File: config.mk
export PLATFORM = sky130hd
export DESIGN_NAME = audio_silence_gate_preroll_unit
export DESIGN_NICKNAME = d
export VERILOG_FILES = /design/src/asgp_pkg.sv /design/src/audio_silence_gate_preroll_unit.sv
export SDC_FILE = /design/constraint.sdc
export NUM_CORES = 2
export LEC_CHECK = 0
export BUFFER_PORTS_ARGS = -buffer_cell sky130_fd_sc_hd__buf_2
export CORE_MARGIN = 8
export CORE_UTILIZATION = 30
export CTS_BUF_LIST = sky130_fd_sc_hd__clkbuf_4 sky130_fd_sc_hd__clkbuf_8
export DETAILED_ROUTE_END_ITERATION = 10
export GPL_TIMING_DRIVEN = 0
export PLACE_DENSITY = 0.5
export SYNTH_ARGS = -nofsm -noshare
export SYNTH_HDL_FRONTEND = slang
export SYNTH_SLANG_ARGS = --single-unit
File: constraint.sdc
create_clock -name clk -period 9.7 [get_ports clk]
set_input_delay 0.485 -clock clk [delete_from_list [all_inputs] [get_ports clk]]
set_output_delay 0.485 -clock clk [all_outputs]
set_load 0.01 [all_outputs]
File: src/asgp_pkg.sv
`timescale 1ns / 1ps

package asgp_pkg;

  // Default sizes
  localparam int DEF_MAX_BLOCK_SAMPLES = 4096;
  localparam int DEF_HELD_DEPTH        = 16;

  // Field widths
  localparam int SAMPLE_W   = 16;
  localparam int TAG_W      = 64;
  localparam int LEN_OUT_W  = 13;
  localparam int KIND_W     = 2;
  localparam int THR_W      = 31;
  localparam int RUN_W      = 32;
  localparam int CFG_IDX_W  = 3;
  localparam int CFG_DATA_W = 32;

  // Stream packing
  localparam int IN_DATA_W   = 80;
  localparam int OUT_DATA_W  = 80;
  localparam int OUT_LEN_LSB = TAG_W;

  // Register reset values
  localparam logic             RST_WIDTH_MODE  = 1'b0;
  localparam logic [THR_W-1:0] RST_THRESHOLD   = 31'd10737418;
  localparam logic [RUN_W-1:0] RST_RUN_LENGTH  = 32'd22050;
  localparam logic [RUN_W-1:0] RST_PREROLL_LEN = 32'd8820;
  localparam logic             RST_LEAKY       = 1'b0;

  // Result kinds
  typedef enum logic [KIND_W-1:0] {
    KIND_START,
    KIND_STOP,
    KIND_FWD,
    KIND_DROP
  } kind_t;

  // Configuration register indexes
  typedef enum logic [CFG_IDX_W-1:0] {
    REG_WIDTH_MODE,
    REG_THRESHOLD_SQ,
    REG_RUN_LENGTH,
    REG_PREROLL_LEN,
    REG_LEAKY
  } reg_index_t;

endpackage

File: src/audio_silence_gate_preroll_unit.sv
`timescale 1ns / 1ps
// Each sample is accepted in S_IDLE, squared by the shared multiplier in S_SQR and summed in
// S_ACC; a closing sample then goes through S_THR to the gate decision in S_DEC. An audible
// block is forwarded before ready returns, a held block is appended to the pre-roll queue;
// events and held blocks that are flushed or trimmed add steps, and output stalls hold it.
// A new sample is taken only once the previous one has been squared and summed.
// Reset (synchronous, rst high): gate silent, sums and counts zero, pre-roll queue empty.

module audio_silence_gate_preroll_unit import asgp_pkg::*; #(
  parameter int MAX_BLOCK_SAMPLES = DEF_MAX_BLOCK_SAMPLES,
  parameter int HELD_DEPTH        = DEF_HELD_DEPTH
) (
  input  logic                  clk,
  input  logic                  rst,
  // Input stream
  input  logic                  s_tvalid,
  output logic                  s_tready,
  input  logic [IN_DATA_W-1:0]  s_tdata,   // [15:0] sample, [79:16] block_tag
  input  logic                  s_tlast,   // end_of_block
  // Output stream
  output logic                  m_tvalid,
  input  logic                  m_tready,
  output logic [OUT_DATA_W-1:0] m_tdata,   // [63:0] tag, [76:64] block_length, rest 0
  output logic [KIND_W-1:0]     m_tuser,   // [1:0] kind
  output logic                  m_tlast,   // last
  // Configuration writes
  input  logic                  cfg_we,
  input  logic [CFG_IDX_W-1:0]  cfg_index,
  input  logic [CFG_DATA_W-1:0] cfg_data
);

  localparam int CNT_W  = $clog2(MAX_BLOCK_SAMPLES + 1);
  localparam int MB_W   = (CNT_W > SAMPLE_W) ? CNT_W : SAMPLE_W;
  localparam int PROD_W = THR_W + MB_W;
  localparam int SUM_W  = 2 * SAMPLE_W - 1 + CNT_W;
  localparam int PTR_W  = (HELD_DEPTH > 1) ? $clog2(HELD_DEPTH) : 1;
  localparam int HCNT_W = $clog2(HELD_DEPTH + 1);

  localparam logic [CNT_W-1:0]  MAX_CNT    = CNT_W'(MAX_BLOCK_SAMPLES);
  localparam logic [HCNT_W-1:0] DEPTH_CNT  = HCNT_W'(HELD_DEPTH);
  localparam logic [PTR_W:0]    DEPTH_SLOT = (PTR_W + 1)'(HELD_DEPTH);
  localparam logic [PTR_W-1:0]  LAST_PTR   = PTR_W'(HELD_DEPTH - 1);

  typedef enum logic [3:0] {
    S_IDLE,
    S_SQR,
    S_ACC,
    S_THR,
    S_DEC,
    S_EVT,
    S_FLCHK,
    S_FULLCHK,
    S_APPEND,
    S_TRCHK,
    S_RD,
    S_POP,
    S_FWD,
    S_FIN
  } state_t;

  typedef enum logic [1:0] {
    MODE_FLUSH,
    MODE_FULL,
    MODE_TRIM
  } pop_mode_t;

  typedef struct packed {
    logic [TAG_W-1:0] tag;
    logic [CNT_W-1:0] len;
  } held_entry_t;

  // Configuration registers
  logic             width_mode;
  logic [THR_W-1:0] threshold_sq;
  logic [RUN_W-1:0] run_length;
  logic [RUN_W-1:0] preroll_len;
  logic             leaky;

  // Sequencer and block state
  state_t            state;
  pop_mode_t         mode;
  logic              silent_flag;
  logic [SUM_W-1:0]  square_sum;
  logic [CNT_W-1:0]  sample_count;
  logic [RUN_W-1:0]  silent_run;
  logic [RUN_W-1:0]  held_length;
  logic [PTR_W-1:0]  held_head;
  logic [HCNT_W-1:0] held_count;

  // Item registers
  logic [SAMPLE_W-1:0] mag;
  logic [TAG_W-1:0]    tag;
  logic                eob;
  logic [CNT_W-1:0]    len;
  logic [PROD_W-1:0]   prod;

  // Pending result, released once the next one or the end is known
  logic                 pend_valid;
  kind_t                pend_kind;
  logic [TAG_W-1:0]     pend_tag;
  logic [LEN_OUT_W-1:0] pend_len;

  // Pre-roll queue
  held_entry_t held_mem [HELD_DEPTH];
  held_entry_t rd_entry;

  // Combinational signals
  logic [SAMPLE_W-1:0]  mag_in;
  logic [7:0]           byte_mag;
  logic [THR_W-1:0]     mul_a;
  logic [MB_W-1:0]      mul_b;
  logic [PROD_W-1:0]    mul_p;
  logic [CNT_W-1:0]     count_inc;
  logic                 close;
  logic                 quiet;
  logic [RUN_W:0]       run_sum;
  logic [RUN_W-1:0]     run_next;
  logic                 flag_next;
  logic [RUN_W:0]       hl_sum;
  logic [RUN_W-1:0]     hl_add;
  logic [RUN_W-1:0]     hl_sub;
  logic [PTR_W:0]       slot_sum;
  logic [PTR_W-1:0]     slot;
  logic [PTR_W-1:0]     head_inc;
  logic                 out_free;
  logic                 gen_req;
  logic                 gen_go;
  kind_t                gen_kind;
  logic [TAG_W-1:0]     gen_tag;
  logic [LEN_OUT_W-1:0] gen_len;

  assign s_tready = (state == S_IDLE);
  assign out_free = !m_tvalid || m_tready;

  // Take the sample magnitude; 8-bit mode uses the low byte shifted up
  always_comb begin
    byte_mag = s_tdata[7] ? 8'(8'd0 - s_tdata[7:0]) : s_tdata[7:0];
    if (width_mode) begin
      mag_in = {byte_mag, 8'd0};
    end else begin
      mag_in = s_tdata[SAMPLE_W-1] ? SAMPLE_W'(17'h10000 - {1'b0, s_tdata[SAMPLE_W-1:0]})
                                   : s_tdata[SAMPLE_W-1:0];
    end
  end

  // Shared multiplier: square of the sample, or threshold times count
  always_comb begin
    if (state == S_SQR) begin
      mul_a = THR_W'(mag);
      mul_b = MB_W'(mag);
    end else begin
      mul_a = threshold_sq;
      mul_b = MB_W'(sample_count);
    end
    mul_p = mul_a * mul_b;
  end

  // Block close and gate decision
  always_comb begin
    count_inc = sample_count + CNT_W'(1);
    close     = eob || (count_inc >= MAX_CNT);
    quiet     = PROD_W'(square_sum) < prod;
    run_sum   = {1'b0, silent_run} + (RUN_W + 1)'(sample_count);
    if (quiet) begin
      run_next  = run_sum[RUN_W] ? '1 : run_sum[RUN_W-1:0];
      flag_next = silent_flag;
    end else begin
      run_next  = '0;
      flag_next = 1'b0;
    end
    if (run_next > run_length) begin
      flag_next = 1'b1;
    end
  end

  // Held length and queue pointers
  always_comb begin
    hl_sum   = {1'b0, held_length} + (RUN_W + 1)'(len);
    hl_add   = hl_sum[RUN_W] ? '1 : hl_sum[RUN_W-1:0];
    hl_sub   = (held_length > RUN_W'(rd_entry.len)) ? held_length - RUN_W'(rd_entry.len) : '0;
    slot_sum = {1'b0, held_head} + (PTR_W + 1)'(held_count);
    slot     = (slot_sum >= DEPTH_SLOT) ? PTR_W'(slot_sum - DEPTH_SLOT) : PTR_W'(slot_sum);
    head_inc = (held_head == LAST_PTR) ? '0 : held_head + PTR_W'(1);
  end

  // Result produced by the current step
  always_comb begin
    gen_req  = 1'b0;
    gen_kind = KIND_FWD;
    gen_tag  = tag;
    gen_len  = '0;
    case (state)
      S_EVT: begin
        gen_req  = 1'b1;
        gen_kind = silent_flag ? KIND_STOP : KIND_START;
      end
      S_POP: begin
        gen_req  = 1'b1;
        gen_kind = ((mode != MODE_FLUSH) && leaky) ? KIND_DROP : KIND_FWD;
        gen_tag  = rd_entry.tag;
        gen_len  = LEN_OUT_W'(rd_entry.len);
      end
      S_FWD: begin
        gen_req = 1'b1;
        gen_len = LEN_OUT_W'(len);
      end
      default: begin
      end
    endcase
    gen_go = gen_req && (!pend_valid || out_free);
  end

  // Write configuration registers
  always_ff @(posedge clk) begin
    if (rst) begin
      width_mode   <= RST_WIDTH_MODE;
      threshold_sq <= RST_THRESHOLD;
      run_length   <= RST_RUN_LENGTH;
      preroll_len  <= RST_PREROLL_LEN;
      leaky        <= RST_LEAKY;
    end else if (cfg_we) begin
      case (cfg_index)
        REG_WIDTH_MODE:   width_mode   <= cfg_data[0];
        REG_THRESHOLD_SQ: threshold_sq <= cfg_data[THR_W-1:0];
        REG_RUN_LENGTH:   run_length   <= cfg_data[RUN_W-1:0];
        REG_PREROLL_LEN:  preroll_len  <= cfg_data[RUN_W-1:0];
        REG_LEAKY:        leaky        <= cfg_data[0];
        default: begin
        end
      endcase
    end
  end

  // Append at the tail, read the head
  always_ff @(posedge clk) begin
    if (state == S_APPEND) begin
      held_mem[slot] <= '{tag: tag, len: len};
    end
    if (state == S_RD) begin
      rd_entry <= held_mem[held_head];
    end
  end

  // Sequencer, block state and output register
  always_ff @(posedge clk) begin
    if (rst) begin
      state        <= S_IDLE;
      silent_flag  <= 1'b1;
      square_sum   <= '0;
      sample_count <= '0;
      silent_run   <= '0;
      held_length  <= '0;
      held_head    <= '0;
      held_count   <= '0;
      pend_valid   <= 1'b0;
      m_tvalid     <= 1'b0;
    end else begin
      // Release the pending result: not last while a newer one follows, last at the end
      if (gen_go && pend_valid) begin
        m_tvalid <= 1'b1;
        m_tuser  <= pend_kind;
        m_tdata  <= OUT_DATA_W'({pend_len, pend_tag});
        m_tlast  <= 1'b0;
      end else if ((state == S_FIN) && pend_valid && out_free) begin
        m_tvalid <= 1'b1;
        m_tuser  <= pend_kind;
        m_tdata  <= OUT_DATA_W'({pend_len, pend_tag});
        m_tlast  <= 1'b1;
      end else if (m_tready) begin
        m_tvalid <= 1'b0;
      end

      // Hold the new result
      if (gen_go) begin
        pend_valid <= 1'b1;
        pend_kind  <= gen_kind;
        pend_tag   <= gen_tag;
        pend_len   <= gen_len;
      end

      case (state)
        S_IDLE: begin
          if (s_tvalid) begin
            mag   <= mag_in;
            tag   <= s_tdata[IN_DATA_W-1:SAMPLE_W];
            eob   <= s_tlast;
            state <= S_SQR;
          end
        end
        S_SQR: begin
          prod  <= mul_p;
          state <= S_ACC;
        end
        S_ACC: begin
          square_sum   <= square_sum + SUM_W'(prod);
          sample_count <= count_inc;
          state        <= close ? S_THR : S_IDLE;
        end
        S_THR: begin
          prod  <= mul_p;
          state <= S_DEC;
        end
        S_DEC: begin
          silent_run   <= run_next;
          silent_flag  <= flag_next;
          len          <= sample_count;
          square_sum   <= '0;
          sample_count <= '0;
          if (flag_next != silent_flag) begin
            state <= S_EVT;
          end else begin
            state <= flag_next ? S_FULLCHK : S_FWD;
          end
        end
        S_EVT: begin
          if (gen_go) begin
            state <= silent_flag ? S_FULLCHK : S_FLCHK;
          end
        end
        S_FLCHK: begin
          if (held_count != '0) begin
            mode  <= MODE_FLUSH;
            state <= S_RD;
          end else begin
            held_length <= '0;
            state       <= S_FWD;
          end
        end
        S_FULLCHK: begin
          if (held_count >= DEPTH_CNT) begin
            mode  <= MODE_FULL;
            state <= S_RD;
          end else begin
            state <= S_APPEND;
          end
        end
        S_APPEND: begin
          held_count  <= held_count + HCNT_W'(1);
          held_length <= hl_add;
          state       <= S_TRCHK;
        end
        S_TRCHK: begin
          if ((held_length > preroll_len) && (held_count != '0)) begin
            mode  <= MODE_TRIM;
            state <= S_RD;
          end else begin
            state <= S_FIN;
          end
        end
        S_RD: begin
          state <= S_POP;
        end
        S_POP: begin
          if (gen_go) begin
            held_head   <= head_inc;
            held_count  <= held_count - HCNT_W'(1);
            held_length <= hl_sub;
            case (mode)
              MODE_FLUSH: state <= S_FLCHK;
              MODE_FULL:  state <= S_APPEND;
              default:    state <= S_TRCHK;
            endcase
          end
        end
        S_FWD: begin
          if (gen_go) begin
            state <= S_FIN;
          end
        end
        S_FIN: begin
          // Finish once the final result has gone to the output register
          if (!pend_valid) begin
            state <= S_IDLE;
          end else if (out_free) begin
            pend_valid <= 1'b0;
            state      <= S_IDLE;
          end
        end
        default: begin
          state <= S_IDLE;
        end
      endcase
    end
  end

endmodule

==> flow_summary.yaml <==
detailed_routing:
  drc_errors: 0
  wl_um: 273000
  dr.pass1.iters: 9
  vias: 57400
  ant_nets: 0
  post_drt_wl_per_cell_um: 23.3
  detail_route.iter0.violations: 4886
  vias_per_cell: 4.90
synth:
  netlist_top_cells_area: "edfxtp_1 (53%), mux4_2 (9.4%), fa_1 (8.9%), dfxtp_1 (5.1%), ha_1 (4.3%)"
  synth-seq-area-share_pct: 57.7
  synth_area_um2: 91900
  syn_avg_cell_area_um2: 13.9
  syn_inst: 6596
  synthDistinctLibCells: 91
  netlist_top_cells_count: "edfxtp_1 (1611), nand2_1 (847), inv_1 (626), fa_1 (410), mux4_2 (385)"
  synth_area_leader_cell: "edfxtp_1"
  ys_async_sr_fraction_pct: 0
  synth_ff_type: "edfxtp_1"
  yosysMostFrequentCell: "edfxtp_1"
  ys_ff_latch: 1845
  yosysWarnings: 0
  synth_edf_count: 1611
  yosysTopAreaCellShare_pct: 52.6
power:
  power.density_nw_per_um2: 209
  p_leak_uw: 0.0387
  max-vdd-ir-drop_v: 0.000226
floorplan:
  initial_utilization_pct: 30.1
  ioPinCount: 206
  die_height_um: 569
  core_area_um2: 305000
  chipWidth_um: 569
  dieArea_um2: 324000
  num_rows: 203
clock_network:
  clk_latency_ns: 1.00
  numCtsBuffers: 317
  clk_path_buf_depth: 4
  cts_tree: "done"
  root_buffer: "clkbuf_8"
  clock_sinks: 1845
  cts.clk_slew.worst_paths_ns: 0.06
  htree_levels: 5
sta:
  slew_headroom_pct: 5.19
  post-route-period-util_pct: 95.3
  whs_ns: 0.0921
  hold_violations: 0
  min_period_ns: 9.24
  fin_skew_ns: 0.0775
  rsz0062_at_grt: "true"
  fmax_ghz: 0.108
  worst_pin_slew_ns: 1.42
  drv_slew: 0
  setup_violations: 0
global_route:
  grt_pass1_vias: 60200
  grt-ovfl-total: 0
  grt_max_degree: 44
  grt_usage_pct: 16.5
  antenna_found_initial: 11
  grt_pass1_wl_um: 401000
finish:
  n_fill_cell: 29800
  drive_above_1_share_pct: 16.7
  fin_area_um2: 108000
  nNetsFinal: 8219
  area_growth_pct: 17.1
  post-route-util_pct: 35.3
worst_setup_path:
  reg2reg_from: "state[2]"
  critPathCapture: "prod[45]"
  critPathSlowestCell: "a21oi_1"
  r2r_slack_ns: 0.46
  timing.critical_path.from: "state[2]"
  critical_path_class: "reg2reg"
  worstRegToRegCells: 28
  required_ns: 10.41
  r2r-end: "prod[45]"
  slowest_delay_ns: 0.74
  crit_arrival_ns: 9.95
  cp_max_fo: 10
  cp_common_cell: "fa_1"
  worstSetupEndpointType: "flip-flop"
  start_kind: "flip-flop"
worst_hold_path:
  hold_class: "in2reg"
  min_from: "s_tdata[11]"
run:
  cap_violations: 0
placement:
  port_buffers: 201
  place_area_um2: 100000
  gp_congestion: 0.900
  hpwl_um: 194000
status:
  status: "finished clean"
cell type report:
cell class | instances | area, um^2 | share of cell area (%)
Multi-Input combinational cell | 3861 | 35600 | 33.1
Sequential cell | 1845 | 53100 | 49.3
Tap cell | 4100 | 5130 | 4.77
Buffer | 308 | 1190 | 1.11
Inverter | 628 | 2360 | 2.19
Antenna cell | 8 | 20.0 | 0.0186
Clock inverter | 100 | 736 | 0.684
Clock buffer | 453 | 5470 | 5.08
Timing Repair Buffer | 408 | 4030 | 3.74
worst max-delay path: cells and delay by family, from the launching register on:
kind                     cells  cell delay [ns]
AO/OA/AOI/OAI                6             2.35
XOR/XNOR                     1             0.08
adder cells (fa/ha/maj)      7             3.37
buffers and inverters        7             1.09
flip-flops                   1             0.32
AND/OR/NAND/NOR              7             1.77
power by group:
part / total, uW / switching [uW] / internal (uW)
logic: 5970 / 3760 / 2200
clock network: 7030 / 3250 / 3780
registers: 9460 / 333 / 9120
state kept, by name (all words and copies together) (netlist names), 13 cells and up:
signal / cells
run_length: 32
pend_tag: 64
square_sum: 44
len: 13
silent_run: 32
sample_count: 13
held_mem: 1232
pend_len: 13
preroll_len: 32
m_tdata: 77
mag: 16
rd_entry: 77
tag: 64
prod: 47
threshold_sq: 31
held_length: 32
kinds of logic (layout without fill, tap and decap cells):
logic type	count (synthesis)	after routing	share of synthesized area (%)
other cells	2	56	0.00817
fa+ha+maj	729	729	13.3
compound gates	852	852	5.83
buf+inv	936	1897	3.86
xor+xnor	171	171	1.63
flops	1845	1845	57.7
simple gates	1661	1661	8.05
mux	400	400	9.60
layer usage:
metal	GRT usage (%)	share of wire, %
met1	22.1	43
met2	27.3	47
met3	2.81	6.2
met4	5.14	3.3
met5	0	0
stage by stage:
step / std cells / setup slack, ns / setup TNS (ns) / power, uW
floorplan: 6642 / 2.13 / 0 / 13600
global placement: 10900 / -3.61 / -2260.59 / 15500
detailed placement: 11000 / -0.205 / -0.274 / 15600
CTS: 11700 / 0.0294 / 0 / 22700
global route: 11700 / -0.0133 / -0.0133 / 23800
finish: 11700 / 0.456 / 0 / 22500
layout by cell type, fill, tap and decap left out, types with 234 or more instances in the layout:
| cell | netlist | layout |
|---|---|---|
| clkbuf_1 | 252 | 247 |
| nor2_1 | 303 | 286 |
| nand2_1 | 847 | 846 |
| a21oi_1 | 327 | 327 |
| ha_1 | 319 | 319 |
| fa_1 | 410 | 410 |
| dfxtp_1 | 234 | 234 |
| clkbuf_8 | 0 | 330 |
| inv_1 | 626 | 626 |
| edfxtp_1 | 1611 | 1611 |
| mux4_2 | 385 | 385 |
how the worst min path moves through the flow:
stage,slack (ns),cells after the start,end
floorplan,0.40,0,m_tdata[0]
global placement,0.41,0,m_tdata[7]
detailed placement,0.40,0,m_tdata[32]
CTS,0.03,3,mag[11]
global route,0.07,3,mag[13]
finish,0.09,3,mag[11]
timing repair:
action / CTS / global route
buffers inserted: 0 / 0
hold buffers: 111 / 0
endpoints found under the hold margin: 176 / 0
setup endpoints to repair: 4 / 6
resized for setup: 2 / 9
No activity file was read; power rests on OpenSTA's default activity.
